--- src/sv/hpwg_pkg.sv ---
// ============================================================================
// hpwg_pkg
// Shared types and codes of the heartbeat pulse generator: datapath
// operation codes, curve segment codes and the control/status bundles.
// ============================================================================
package hpwg_pkg;

    localparam int OP_W  = 5;
    localparam int SEG_W = 3;

    // datapath operations, one per microcode step
    localparam logic [OP_W-1:0] OP_NOP       = 5'd0;
    localparam logic [OP_W-1:0] OP_MUL_SPAN  = 5'd1;
    localparam logic [OP_W-1:0] OP_MUL_D100  = 5'd2;
    localparam logic [OP_W-1:0] OP_RATE      = 5'd3;
    localparam logic [OP_W-1:0] OP_MUL_PMS   = 5'd4;
    localparam logic [OP_W-1:0] OP_MUL_RECIP = 5'd5;
    localparam logic [OP_W-1:0] OP_MUL_CHK   = 5'd6;
    localparam logic [OP_W-1:0] OP_INC       = 5'd7;
    localparam logic [OP_W-1:0] OP_ACC       = 5'd8;
    localparam logic [OP_W-1:0] OP_X100      = 5'd9;
    localparam logic [OP_W-1:0] OP_CLASS     = 5'd10;
    localparam logic [OP_W-1:0] OP_MUL_RISE  = 5'd11;
    localparam logic [OP_W-1:0] OP_RISE_OUT  = 5'd12;
    localparam logic [OP_W-1:0] OP_MUL_LIN   = 5'd13;
    localparam logic [OP_W-1:0] OP_LIN_M     = 5'd14;
    localparam logic [OP_W-1:0] OP_MUL_LINR  = 5'd15;
    localparam logic [OP_W-1:0] OP_LIN_OUT   = 5'd16;
    localparam logic [OP_W-1:0] OP_HOLD_OUT  = 5'd17;
    localparam logic [OP_W-1:0] OP_MUL_SINE  = 5'd18;
    localparam logic [OP_W-1:0] OP_MUL_D62   = 5'd19;
    localparam logic [OP_W-1:0] OP_SINE_OUT  = 5'd20;
    localparam logic [OP_W-1:0] OP_DIS_OUT   = 5'd21;

    // curve segments
    localparam logic [SEG_W-1:0] SEG_RISE = 3'd0;
    localparam logic [SEG_W-1:0] SEG_FALL = 3'd1;
    localparam logic [SEG_W-1:0] SEG_HOLD = 3'd2;
    localparam logic [SEG_W-1:0] SEG_UP   = 3'd3;
    localparam logic [SEG_W-1:0] SEG_DOWN = 3'd4;
    localparam logic [SEG_W-1:0] SEG_REST = 3'd5;

    typedef struct packed {
        logic [7:0] min_bpm;
        logic [7:0] max_bpm;
        logic       enabled;
    } cfg_t;

    typedef struct packed {
        logic [OP_W-1:0] op;
        logic            accept;
        logic            load_out;
    } ctrl_t;

    typedef struct packed {
        logic             enabled;
        logic [SEG_W-1:0] seg;
    } stat_t;

endpackage

--- src/sv/hpwg_useq.sv ---
// ============================================================================
// hpwg_useq
// Microcode sequencer: step counter, control store and branch logic.
// Also owns the input ready and the output valid of the beat handshakes.
// ============================================================================
module hpwg_useq import hpwg_pkg::*; (
    input  logic  aclk,
    input  logic  aresetn,
    input  logic  s_valid,
    output logic  s_ready,
    output logic  m_valid,
    input  logic  m_ready,
    input  stat_t stat,
    output ctrl_t ctrl
);

    localparam int UA_W = 5;

    localparam logic [2:0] SEQ_IDLE   = 3'd0;
    localparam logic [2:0] SEQ_NEXT   = 3'd1;
    localparam logic [2:0] SEQ_JUMP   = 3'd2;
    localparam logic [2:0] SEQ_IF_OFF = 3'd3;
    localparam logic [2:0] SEQ_SEG    = 3'd4;
    localparam logic [2:0] SEQ_DONE   = 3'd5;

    localparam logic [UA_W-1:0] UA_IDLE  = 5'd0;
    localparam logic [UA_W-1:0] UA_SPAN  = 5'd1;
    localparam logic [UA_W-1:0] UA_D100  = 5'd2;
    localparam logic [UA_W-1:0] UA_RATE  = 5'd3;
    localparam logic [UA_W-1:0] UA_PMS   = 5'd4;
    localparam logic [UA_W-1:0] UA_RECIP = 5'd5;
    localparam logic [UA_W-1:0] UA_CHK   = 5'd6;
    localparam logic [UA_W-1:0] UA_INC   = 5'd7;
    localparam logic [UA_W-1:0] UA_ACC   = 5'd8;
    localparam logic [UA_W-1:0] UA_X100  = 5'd9;
    localparam logic [UA_W-1:0] UA_CLASS = 5'd10;
    localparam logic [UA_W-1:0] UA_RISE  = 5'd11;
    localparam logic [UA_W-1:0] UA_RISE2 = 5'd12;
    localparam logic [UA_W-1:0] UA_LIN   = 5'd13;
    localparam logic [UA_W-1:0] UA_LIN2  = 5'd14;
    localparam logic [UA_W-1:0] UA_LIN3  = 5'd15;
    localparam logic [UA_W-1:0] UA_LIN4  = 5'd16;
    localparam logic [UA_W-1:0] UA_HOLD  = 5'd17;
    localparam logic [UA_W-1:0] UA_SINE  = 5'd18;
    localparam logic [UA_W-1:0] UA_SINE2 = 5'd19;
    localparam logic [UA_W-1:0] UA_SINE3 = 5'd20;
    localparam logic [UA_W-1:0] UA_DONE  = 5'd21;
    localparam logic [UA_W-1:0] UA_OFF   = 5'd22;

    typedef struct packed {
        logic [OP_W-1:0] op;
        logic [2:0]      seq;
        logic [UA_W-1:0] target;
    } uword_t;

    function automatic uword_t uword(input logic [OP_W-1:0] op, input logic [2:0] seq,
                                     input logic [UA_W-1:0] target);
        uword_t w;
        w.op     = op;
        w.seq    = seq;
        w.target = target;
        return w;
    endfunction

    // control store
    function automatic uword_t ucode(input logic [UA_W-1:0] addr);
        uword_t w;
        unique case (addr)
            UA_IDLE:  w = uword(OP_NOP,       SEQ_IDLE,   UA_IDLE);
            UA_SPAN:  w = uword(OP_MUL_SPAN,  SEQ_NEXT,   UA_IDLE);
            UA_D100:  w = uword(OP_MUL_D100,  SEQ_NEXT,   UA_IDLE);
            UA_RATE:  w = uword(OP_RATE,      SEQ_IF_OFF, UA_OFF);
            UA_PMS:   w = uword(OP_MUL_PMS,   SEQ_NEXT,   UA_IDLE);
            UA_RECIP: w = uword(OP_MUL_RECIP, SEQ_NEXT,   UA_IDLE);
            UA_CHK:   w = uword(OP_MUL_CHK,   SEQ_NEXT,   UA_IDLE);
            UA_INC:   w = uword(OP_INC,       SEQ_NEXT,   UA_IDLE);
            UA_ACC:   w = uword(OP_ACC,       SEQ_NEXT,   UA_IDLE);
            UA_X100:  w = uword(OP_X100,      SEQ_NEXT,   UA_IDLE);
            UA_CLASS: w = uword(OP_CLASS,     SEQ_SEG,    UA_IDLE);
            UA_RISE:  w = uword(OP_MUL_RISE,  SEQ_NEXT,   UA_IDLE);
            UA_RISE2: w = uword(OP_RISE_OUT,  SEQ_JUMP,   UA_DONE);
            UA_LIN:   w = uword(OP_MUL_LIN,   SEQ_NEXT,   UA_IDLE);
            UA_LIN2:  w = uword(OP_LIN_M,     SEQ_NEXT,   UA_IDLE);
            UA_LIN3:  w = uword(OP_MUL_LINR,  SEQ_NEXT,   UA_IDLE);
            UA_LIN4:  w = uword(OP_LIN_OUT,   SEQ_JUMP,   UA_DONE);
            UA_HOLD:  w = uword(OP_HOLD_OUT,  SEQ_JUMP,   UA_DONE);
            UA_SINE:  w = uword(OP_MUL_SINE,  SEQ_NEXT,   UA_IDLE);
            UA_SINE2: w = uword(OP_MUL_D62,   SEQ_NEXT,   UA_IDLE);
            UA_SINE3: w = uword(OP_SINE_OUT,  SEQ_NEXT,   UA_IDLE);
            UA_DONE:  w = uword(OP_NOP,       SEQ_DONE,   UA_IDLE);
            UA_OFF:   w = uword(OP_DIS_OUT,   SEQ_JUMP,   UA_DONE);
            default:  w = uword(OP_NOP,       SEQ_JUMP,   UA_IDLE);
        endcase
        return w;
    endfunction

    function automatic logic [UA_W-1:0] dispatch(input logic [SEG_W-1:0] seg);
        logic [UA_W-1:0] a;
        unique case (seg)
            SEG_RISE: a = UA_RISE;
            SEG_HOLD: a = UA_HOLD;
            SEG_REST: a = UA_SINE;
            default:  a = UA_LIN;
        endcase
        return a;
    endfunction

    logic [UA_W-1:0] ustep_reg, ustep_next;
    logic            m_valid_reg, m_valid_next;
    uword_t          uw;
    logic            accept;
    logic            out_free;
    logic            load_out;

    assign uw       = ucode(ustep_reg);
    assign s_ready  = (uw.seq == SEQ_IDLE);
    assign accept   = s_ready && s_valid;
    assign out_free = !m_valid_reg || m_ready;
    assign load_out = (uw.seq == SEQ_DONE) && out_free;

    always_comb begin
        unique case (uw.seq)
            SEQ_IDLE:   ustep_next = accept ? ustep_reg + 1'b1 : ustep_reg;
            SEQ_NEXT:   ustep_next = ustep_reg + 1'b1;
            SEQ_JUMP:   ustep_next = uw.target;
            SEQ_IF_OFF: ustep_next = stat.enabled ? ustep_reg + 1'b1 : uw.target;
            SEQ_SEG:    ustep_next = dispatch(stat.seg);
            SEQ_DONE:   ustep_next = out_free ? UA_IDLE : ustep_reg;
            default:    ustep_next = UA_IDLE;
        endcase
    end

    assign m_valid_next = load_out || (m_valid_reg && !m_ready);

    always_ff @(posedge aclk) begin
        if (!aresetn) begin
            ustep_reg   <= UA_IDLE;
            m_valid_reg <= 1'b0;
        end else begin
            ustep_reg   <= ustep_next;
            m_valid_reg <= m_valid_next;
        end
    end

    assign m_valid       = m_valid_reg;
    assign ctrl.op       = uw.op;
    assign ctrl.accept   = accept;
    assign ctrl.load_out = load_out;

endmodule

--- src/sv/hpwg_datapath.sv ---
// ============================================================================
// hpwg_datapath
// Datapath of the heartbeat pulse generator: one shared multiplier with a
// product register, rate map, phase accumulator, curve evaluation, sine
// table and the output register.
// ============================================================================
module hpwg_datapath import hpwg_pkg::*; #(
    parameter int PHASE_BITS       = 24,
    parameter int SINE_TABLE_DEPTH = 64
) (
    input  logic        aclk,
    input  logic        aresetn,
    input  ctrl_t       ctrl,
    input  cfg_t        cfg,
    output stat_t       stat,
    input  logic [15:0] s_elapsed_ms,
    input  logic [7:0]  s_energy,
    output logic [7:0]  m_brightness,
    output logic        m_new_beat,
    output logic        m_beat_led,
    output logic [7:0]  m_beat_rate,
    output logic [23:0] m_phase_out
);

    localparam int PB     = PHASE_BITS;
    localparam int MUL_W  = (PHASE_BITS > 31) ? PHASE_BITS : 31;
    localparam int PROD_W = 2 * MUL_W;
    localparam int REM_W  = PHASE_BITS + 15;
    localparam int K_W    = $clog2(SINE_TABLE_DEPTH);
    localparam int X_W    = 31;

    localparam longint unsigned INC_DIV   = 60000;
    localparam longint unsigned RECIP_INC = (64'd1 << (PHASE_BITS + 15)) / INC_DIV;
    localparam longint unsigned RECIP_100  = (64'd1 << 19) / 100 + 1;
    localparam longint unsigned RECIP_600  = (64'd1 << 32) / 600 + 1;
    localparam longint unsigned RECIP_1000 = (64'd1 << 32) / 1000 + 1;
    localparam longint unsigned RECIP_62   = (64'd1 << 20) / 62 + 1;

    localparam longint unsigned SCALE = 64'd1 << 24;
    localparam logic [X_W-1:0] X_8  = X_W'(8 * SCALE);
    localparam logic [X_W-1:0] X_18 = X_W'(18 * SCALE);
    localparam logic [X_W-1:0] X_22 = X_W'(22 * SCALE);
    localparam logic [X_W-1:0] X_28 = X_W'(28 * SCALE);
    localparam logic [X_W-1:0] X_38 = X_W'(38 * SCALE);

    localparam logic [28:0] RISE_2D   = 29'd1 << 28;
    localparam logic [62:0] RISE_HALF = 63'd1 << 53;

    localparam logic [6:0] SAT_MAX    = 7'd100;
    localparam logic [7:0] HOLD_LEVEL = 8'd77;
    localparam logic [7:0] IDLE_LEVEL = 8'd128;

    // sine breathing table, brightness per entry
    logic [7:0] sine_rom [SINE_TABLE_DEPTH];

    for (genvar g = 0; g < SINE_TABLE_DEPTH; g++) begin : g_sine
        localparam longint Q   = longint'(g) * longint'(SINE_TABLE_DEPTH - g);
        localparam longint DEN = 5 * longint'(SINE_TABLE_DEPTH) * longint'(SINE_TABLE_DEPTH)
                                 - 4 * Q;
        localparam longint SV  = (16 * Q * 65536 + DEN / 2) / DEN;
        localparam logic [7:0] LVL = 8'((255 * (15 * 65536 + 5 * SV) + 3276800) / 6553600);
        assign sine_rom[g] = LVL;
    end

    logic [6:0]        ms_reg, ms_next;
    logic [6:0]        en_reg, en_next;
    logic              neg_reg, neg_next;
    logic [7:0]        rate_reg, rate_next;
    logic [14:0]       pms_reg, pms_next;
    logic [PB-1:0]     q0_reg, q0_next;
    logic [PB-1:0]     inc_reg, inc_next;
    logic [PB-1:0]     acc_reg, acc_next;
    logic              beat_reg, beat_next;
    logic              led_reg, led_next;
    logic [X_W-1:0]    x_reg, x_next;
    logic [X_W-1:0]    v_reg, v_next;
    logic [SEG_W-1:0]  seg_reg, seg_next;
    logic [17:0]       m_reg, m_next;
    logic [7:0]        bright_reg, bright_next;
    logic [PROD_W-1:0] prod_reg;

    logic [7:0]  out_bright_reg;
    logic        out_beat_reg;
    logic        out_led_reg;
    logic [7:0]  out_rate_reg;
    logic [23:0] out_phase_reg;

    logic [MUL_W-1:0]  mul_a, mul_b;
    logic              mul_en;
    logic [PROD_W-1:0] product;

    logic [8:0]       span_diff;
    logic             span_neg;
    logic [7:0]       span_mag;
    logic [PB+23:0]   p_shift;
    logic [23:0]      p24;
    logic [SEG_W-1:0] seg_cur;
    logic [X_W-1:0]   seg_base;
    logic [14:0]      lin_b;
    logic [19:0]      lin_c;
    logic [31:0]      lin_r;
    logic             lin_neg;
    logic [REM_W-1:0] rem;
    logic [PB:0]      sum;
    logic [62:0]      rise_y, rise_r;
    logic [42:0]      p_ceil;
    logic [17:0]      term;
    logic [19:0]      m_s;
    logic [8:0]       k_raw;
    logic [K_W-1:0]   k_idx;

    assign span_diff = {1'b0, cfg.max_bpm} - {1'b0, cfg.min_bpm};
    assign span_neg  = span_diff[8];
    assign span_mag  = span_neg ? 8'(-span_diff) : span_diff[7:0];

    assign p_shift = {acc_reg, 24'b0} >> PB;
    assign p24     = p_shift[23:0];

    always_comb begin
        priority if (x_reg < X_8) begin
            seg_cur = SEG_RISE;  seg_base = '0;
        end else if (x_reg < X_18) begin
            seg_cur = SEG_FALL;  seg_base = X_8;
        end else if (x_reg < X_22) begin
            seg_cur = SEG_HOLD;  seg_base = X_18;
        end else if (x_reg < X_28) begin
            seg_cur = SEG_UP;    seg_base = X_22;
        end else if (x_reg < X_38) begin
            seg_cur = SEG_DOWN;  seg_base = X_28;
        end else begin
            seg_cur = SEG_REST;  seg_base = X_38;
        end
    end

    assign stat.enabled = cfg.enabled;
    assign stat.seg     = seg_cur;

    // per-segment constants of the linear pieces, 255 folded in
    always_comb begin
        unique case (seg_reg)
            SEG_FALL: begin
                lin_b = 15'd17850;  lin_c = 20'd255500;
                lin_r = 32'(RECIP_1000);  lin_neg = 1'b1;
            end
            SEG_UP: begin
                lin_b = 15'd7650;   lin_c = 20'd46200;
                lin_r = 32'(RECIP_600);   lin_neg = 1'b0;
            end
            default: begin
                lin_b = 15'd11475;  lin_c = 20'd153500;
                lin_r = 32'(RECIP_1000);  lin_neg = 1'b1;
            end
        endcase
    end

    // shared multiplier operand select
    always_comb begin
        mul_a  = '0;
        mul_b  = '0;
        mul_en = 1'b1;
        unique case (ctrl.op)
            OP_MUL_SPAN: begin
                mul_a = MUL_W'(en_reg);
                mul_b = MUL_W'(span_mag);
            end
            OP_MUL_D100: begin
                mul_a = MUL_W'(prod_reg[14:0]);
                mul_b = MUL_W'(RECIP_100);
            end
            OP_MUL_PMS: begin
                mul_a = MUL_W'(rate_reg);
                mul_b = MUL_W'(ms_reg);
            end
            OP_MUL_RECIP: begin
                mul_a = MUL_W'(prod_reg[14:0]);
                mul_b = MUL_W'(RECIP_INC);
            end
            OP_MUL_CHK: begin
                mul_a = MUL_W'(prod_reg[15 +: PB]);
                mul_b = MUL_W'(INC_DIV);
            end
            OP_MUL_RISE: begin
                mul_a = MUL_W'(x_reg[26:0]);
                mul_b = MUL_W'(RISE_2D - {2'b00, x_reg[26:0]});
            end
            OP_MUL_LIN: begin
                mul_a = MUL_W'(v_reg);
                mul_b = MUL_W'(lin_b);
            end
            OP_MUL_LINR: begin
                mul_a = MUL_W'(m_reg);
                mul_b = MUL_W'(lin_r);
            end
            OP_MUL_SINE: begin
                mul_a = MUL_W'(v_reg);
                mul_b = MUL_W'(SINE_TABLE_DEPTH);
            end
            OP_MUL_D62: begin
                mul_a = MUL_W'(prod_reg[39:24]);
                mul_b = MUL_W'(RECIP_62);
            end
            default: mul_en = 1'b0;
        endcase
    end

    assign product = PROD_W'(mul_a) * PROD_W'(mul_b);

    assign rem    = {pms_reg, {PB{1'b0}}} - prod_reg[REM_W-1:0];
    assign sum    = {1'b0, acc_reg} + {1'b0, inc_reg};
    assign rise_y = 63'(prod_reg[54:0]);
    assign rise_r = (rise_y << 8) - rise_y + RISE_HALF;
    // negative slope: floor of a negative term is minus the ceiling
    assign p_ceil = {1'b0, prod_reg[41:0]} + 43'(SCALE - 1);
    assign term   = lin_neg ? p_ceil[41:24] : prod_reg[41:24];
    assign m_s    = lin_neg ? lin_c - 20'(term) : lin_c + 20'(term);
    assign k_raw  = prod_reg[28:20];
    assign k_idx  = (k_raw > 9'(SINE_TABLE_DEPTH - 1)) ? K_W'(SINE_TABLE_DEPTH - 1)
                                                       : k_raw[K_W-1:0];

    always_comb begin
        ms_next     = ms_reg;
        en_next     = en_reg;
        neg_next    = neg_reg;
        rate_next   = rate_reg;
        pms_next    = pms_reg;
        q0_next     = q0_reg;
        inc_next    = inc_reg;
        acc_next    = acc_reg;
        beat_next   = beat_reg;
        led_next    = led_reg;
        x_next      = x_reg;
        v_next      = v_reg;
        seg_next    = seg_reg;
        m_next      = m_reg;
        bright_next = bright_reg;
        if (ctrl.accept) begin
            ms_next = (s_elapsed_ms > 16'(SAT_MAX)) ? SAT_MAX : s_elapsed_ms[6:0];
            en_next = (s_energy > 8'(SAT_MAX)) ? SAT_MAX : s_energy[6:0];
        end
        unique case (ctrl.op)
            OP_MUL_SPAN:  neg_next = span_neg;
            OP_RATE:      rate_next = neg_reg ? cfg.min_bpm - prod_reg[26:19]
                                              : cfg.min_bpm + prod_reg[26:19];
            OP_MUL_RECIP: pms_next = prod_reg[14:0];
            OP_MUL_CHK:   q0_next = prod_reg[15 +: PB];
            OP_INC:       inc_next = q0_reg + PB'(rem >= REM_W'(INC_DIV));
            OP_ACC: begin
                acc_next  = sum[PB-1:0];
                beat_next = sum[PB];
                led_next  = led_reg ^ sum[PB];
            end
            OP_X100:      x_next = (X_W'(p24) << 6) + (X_W'(p24) << 5) + (X_W'(p24) << 2);
            OP_CLASS: begin
                seg_next = seg_cur;
                v_next   = x_reg - seg_base;
            end
            OP_RISE_OUT:  bright_next = rise_r[61:54];
            OP_LIN_M:     m_next = m_s[19] ? '0 : m_s[17:0];
            OP_LIN_OUT:   bright_next = prod_reg[39:32];
            OP_HOLD_OUT:  bright_next = HOLD_LEVEL;
            OP_SINE_OUT:  bright_next = sine_rom[k_idx];
            OP_DIS_OUT: begin
                bright_next = IDLE_LEVEL;
                beat_next   = 1'b0;
                led_next    = 1'b0;
            end
            default: ;
        endcase
    end

    always_ff @(posedge aclk) begin
        if (!aresetn) begin
            acc_reg <= '0;
            led_reg <= 1'b0;
        end else begin
            acc_reg <= acc_next;
            led_reg <= led_next;
        end
    end

    always_ff @(posedge aclk) begin
        ms_reg     <= ms_next;
        en_reg     <= en_next;
        neg_reg    <= neg_next;
        rate_reg   <= rate_next;
        pms_reg    <= pms_next;
        q0_reg     <= q0_next;
        inc_reg    <= inc_next;
        beat_reg   <= beat_next;
        x_reg      <= x_next;
        v_reg      <= v_next;
        seg_reg    <= seg_next;
        m_reg      <= m_next;
        bright_reg <= bright_next;
        if (mul_en) begin
            prod_reg <= product;
        end
        if (ctrl.load_out) begin
            out_bright_reg <= bright_reg;
            out_beat_reg   <= beat_reg;
            out_led_reg    <= led_reg;
            out_rate_reg   <= rate_reg;
            out_phase_reg  <= p24;
        end
    end

    assign m_brightness = out_bright_reg;
    assign m_new_beat   = out_beat_reg;
    assign m_beat_led   = out_led_reg;
    assign m_beat_rate  = out_rate_reg;
    assign m_phase_out  = out_phase_reg;

endmodule

--- src/sv/heartbeat_pulse_waveform_generator.sv ---
// ============================================================================
// heartbeat_pulse_waveform_generator
// One beat in on the s_ channel (elapsed ms, energy) gives one beat out on the
// m_ channel (brightness, new_beat, LED level, rate, phase). A microcoded
// sequencer steps a datapath built around one shared multiplier, so each
// beat runs as a sequence of microcode steps from acceptance to a loaded
// result (hold segment shortest, linear segments longest when running, and
// shorter still when disabled). The result sits in an output register and
// the next beat is accepted while it waits; a result still unread when the
// following one is ready stalls the sequencer.
// Configuration writes are taken at any time and must only be made while
// the block is idle.
// ============================================================================
module heartbeat_pulse_waveform_generator import hpwg_pkg::*; #(
    parameter int PHASE_BITS       = 24,
    parameter int SINE_TABLE_DEPTH = 64
) (
    input  logic        aclk,
    input  logic        aresetn,
    input  logic        s_valid,
    output logic        s_ready,
    input  logic [15:0] s_elapsed_ms,
    input  logic [7:0]  s_energy,
    output logic        m_valid,
    input  logic        m_ready,
    output logic [7:0]  m_brightness,
    output logic        m_new_beat,
    output logic        m_beat_led,
    output logic [7:0]  m_beat_rate,
    output logic [23:0] m_phase_out,
    input  logic        cfg_wr_en,
    input  logic [1:0]  cfg_index,
    input  logic [7:0]  cfg_wdata
);

    localparam logic [1:0] CFG_MIN_BPM = 2'd0;
    localparam logic [1:0] CFG_MAX_BPM = 2'd1;
    localparam logic [1:0] CFG_ENABLED = 2'd2;

    logic [7:0] min_bpm_reg;
    logic [7:0] max_bpm_reg;
    logic       enabled_reg;
    cfg_t       cfg;
    ctrl_t      ctrl;
    stat_t      stat;

    always_ff @(posedge aclk) begin
        if (!aresetn) begin
            min_bpm_reg <= 8'd60;
            max_bpm_reg <= 8'd120;
            enabled_reg <= 1'b1;
        end else if (cfg_wr_en) begin
            unique case (cfg_index)
                CFG_MIN_BPM: min_bpm_reg <= cfg_wdata;
                CFG_MAX_BPM: max_bpm_reg <= cfg_wdata;
                CFG_ENABLED: enabled_reg <= cfg_wdata[0];
                default: ;
            endcase
        end
    end

    assign cfg.min_bpm = min_bpm_reg;
    assign cfg.max_bpm = max_bpm_reg;
    assign cfg.enabled = enabled_reg;

    hpwg_useq u_useq (
        .aclk    (aclk),
        .aresetn (aresetn),
        .s_valid (s_valid),
        .s_ready (s_ready),
        .m_valid (m_valid),
        .m_ready (m_ready),
        .stat    (stat),
        .ctrl    (ctrl)
    );

    hpwg_datapath #(
        .PHASE_BITS       (PHASE_BITS),
        .SINE_TABLE_DEPTH (SINE_TABLE_DEPTH)
    ) u_datapath (
        .aclk         (aclk),
        .aresetn      (aresetn),
        .ctrl         (ctrl),
        .cfg          (cfg),
        .stat         (stat),
        .s_elapsed_ms (s_elapsed_ms),
        .s_energy     (s_energy),
        .m_brightness (m_brightness),
        .m_new_beat   (m_new_beat),
        .m_beat_led   (m_beat_led),
        .m_beat_rate  (m_beat_rate),
        .m_phase_out  (m_phase_out)
    );

endmodule

--- config.mk ---
export PLATFORM = sky130hd
export DESIGN_NAME = heartbeat_pulse_waveform_generator
export DESIGN_NICKNAME = d
export VERILOG_FILES = /design/src/sv/hpwg_pkg.sv /design/src/sv/hpwg_useq.sv /design/src/sv/hpwg_datapath.sv /design/src/sv/heartbeat_pulse_waveform_generator.sv
export SDC_FILE = /design/constraint.sdc
export NUM_CORES = 2
export LEC_CHECK = 0
export BUFFER_PORTS_ARGS = -buffer_cell sky130_fd_sc_hd__buf_2
export CAP_MARGIN = 20
export CORE_MARGIN = 10
export CORE_UTILIZATION = 64
export CTS_CLUSTER_SIZE = 16
export DETAILED_ROUTE_END_ITERATION = 12
export PLACE_DENSITY = 0.91
export SLEW_MARGIN = 20
export SYNTH_ARGS = -nofsm -noshare
export SYNTH_HDL_FRONTEND = slang
export SYNTH_SLANG_ARGS = --single-unit
--- constraint.sdc ---
create_clock -name aclk -period 12.4 [get_ports aclk]
set_input_delay 2.48 -clock aclk [delete_from_list [all_inputs] [get_ports aclk]]
set_output_delay 2.48 -clock aclk [all_outputs]
set_load 0.01 [all_outputs]
==> impl_results.md <==
- Status: complete, no violations
- Critical path class: register to register
- Die height: 300.4 um
- Remaining DRCs: 0
- Register area share after synthesis: 18.51%
- Critical path data arrival time: 12.05 ns
- Required @ worst endpoint: 12.69 ns
- Vias in the first global route: 44.34k
- Dpl cell area: 52650 um2
- CTS sink cnt: 330
- Final wirelength: 163000 um
- CTS clock-pin slew for the worst setup and hold paths: 0.07 ns
- Fin nets: 6805
- Post-synth EDFFs: 271
- Relative slew slack: 18.92%
- Most used cell, CP: fa_1
- Async SR Flop Fraction: 0%
- Final Hold Vio Count: 0
- Slowest stage cell, crit path: fa_1
- H-tree levels: 2
- GP Congestion: 1.076
- Startpoint Class: register
- Synthesized instance count: 5412
- Routed vias/inst: 6.429
- CP max FO: 19
- Row Count: 102
- Reg2reg start: max_bpm_reg[0]$_SDFFE_PN0P_
- Non-filler instance count after layout: 6580
- Wire length per cell: 24.77 um
- Grt ovf: 0
- Post-synth cell types: 99
- Fin crit share: 94.84%
- Post-route design area: 53850 um2
- CP Capture Type: register
- Pin count of the biggest net entering global routing: 56
- Final setup viols: 0
- CTS Hold Buffers Added: 0
- Layout area overhead: 6.990%
- First-pass GRT wire length: 252300 um
- CTS buffer count: 35
- Clk_skew: 0.02727 ns
- Synthesis Warnings: 0
- Max incr delay on CP: 0.58 ns
- RSZ-0062 raised after global routing: no
- Fin Setup TNS: 0 ns
- Worst Max-Slew Pin Slew: 1.216 ns
- Initial core utilization: 64.76%
- CORE AREA: 77720 um2
- Seq cells post-synth: 330
- Fmax: 0.08503 GHz
- Detail Route Antenna Nets: 0
- I/O Buffers: 82
- Synth Cell Area: 50330 um2
- Initial drt markers: 5150
- Min-delay src: u_datapath.beat_reg$_SDFFCE_PN0P_
- Power per standard cell area: 160.0 nW/um2
- Post_cts resized: 0
- DRT Pass-1 Iters: 9
- Layout cells sized above 1: 6.933%
- Peak VDD IR: 0.1439 mV
- Hpwl dp: 129800 um
- Lkg Pwr: 24.94 nW
- Num ports: 83
- Longest Clk Path Bufs: 3
- Initial antenna violation count: 6
- Inst Count DP: 6515
- CP Launch Point: max_bpm_reg[0]$_SDFFE_PN0P_
- Root Driver: clkbuf_16
- Clk Latency, worst-skew pair: 0.57 ns
- GRT Overall Usage: 36.34%
- Die extent in x: 300.4 um
- Final Max Slew Viols: 0
- Max FFs per register: 55
- CTS tree: done
- Fin crit period: 11.76 ns
- Vias: 42.31k
- Avg Synthesized Cell Area: 9.300 um2
- MaxCap Viol Count: 0
- Synth Flop Type: edfxtp_1
- Hold WC Path Type: register to register
- Die ar.: 90260 um2
- Setup bufs post-CTS: 0
## synth_stat cells, types with 84 or more instances
| library cell | count | area, um2 |
|---|---|---|
| o21ai_0 | 143 | 715.7 |
| nor2_1 | 378 | 1419 |
| inv_1 | 973 | 3652 |
| a21oi_1 | 197 | 986.0 |
| nand3_1 | 84 | 420.4 |
| clkbuf_1 | 199 | 747.0 |
| ha_1 | 457 | 5718 |
| nor3_1 | 87 | 435.4 |
| nand2_1 | 672 | 2522 |
| xnor2_1 | 141 | 1235 |
| fa_1 | 795 | 15920 |
| edfxtp_1 | 271 | 8138 |
## per-stage QoR
step / power [W] / hold WS, ns / setup WS, ns / utilization [%]
final: 0.008617 / 0.4106 / 0.6393 / 69.29
after global routing: 0.009063 / 0.4387 / 0.1784 / 69.28
after CTS: 0.008348 / 0.4135 / 0.9766 / 69.23
after detailed placement: 0.007181 / 0.4045 / 1.028 / 67.75
after global placement: 0.006966 / 0.4084 / 1.251 / 67.75
after floorplan: 0.005406 / 0.4003 / 2.058 / -
## power breakdown
group	switching (W)	internal, W	total (W)
logic	0.00360	0.00200	0.00560
clock network	0.000498	0.000614	0.00111
registers	0.000366	0.00154	0.00191
## path summary, 6_finish.rpt
path                                  endpoint  slack, ns  cells past startpoint
max          u_datapath.prod_reg[51]$_DFFE_PP_       0.64                     37
min            u_datapath.m_new_beat$_DFFE_PP_       0.41                      0
max reg2reg  u_datapath.prod_reg[51]$_DFFE_PP_       0.64                     37
min reg2reg    u_datapath.m_new_beat$_DFFE_PP_       0.41                      0
## per-layer routing
metal | wire length [um] | vias up | GRT usage, %
met5 | 31 | - | 0
li1 | - | 17740 | -
met2 | 72360 | 3047 | 55.94
met1 | 54740 | 20690 | 44.41
met4 | 12680 | 4 | 22.86
met3 | 23170 | 820 | 11.04
## layout by cell type (no fill, tap or decap), drive strengths merged, types with 44 or more instances in the layout
master	netlist	layout
inv	973	979
fa	795	795
nand2	673	673
ha	457	457
nor2	399	399
edfxtp	271	271
buf	20	202
a21oi	198	198
o21ai	152	152
xnor2	141	141
nor3	89	89
nand3	84	84
conb	2	84
a21o	77	77
dfxtp	59	59
nand2b	50	50
xor2	48	48
and3	48	48
and2	46	46
nor2b	44	44
## critical path: cells and delay by family, from the launching register on
family | cells | cell delay, ns
buffers and inverters | 7 | 0.71
and+or+nand+nor | 2 | 0.48
AOI/OAI and AO/OA | 16 | 4.70
xor gates and xnor gates | 1 | 0.24
adders and majority gates | 11 | 5.05
DFF | 1 | 0.32
## area by class of cell
class,instances,area (um2)
Fill cell,5561,23870
Multi-Input combinational cell,3969,37090
Timing Repair Buffer,202,1319
Inverter,976,3664
Antenna cell,1,2.502
Tap cell,1040,1301
Clock buffer,40,937.1
Sequential cell,330,9319
Clock inverter,22,216.5
## logic make-up after synthesis
logic type                 Yosys count  synth area share (%)
buffers and inverters             1195                 8.984
xor gates and xnor gates           189                 3.289
muxes                               21                0.4226
other                                2               0.01492
and+or+nand+nor                   1616                 14.83
adders and majority gates         1252                 42.98
AOI/OAI and AO/OA                  807                 10.96
DFF                                330                 18.51
Note: power is estimated with default switching activity, not from simulation.
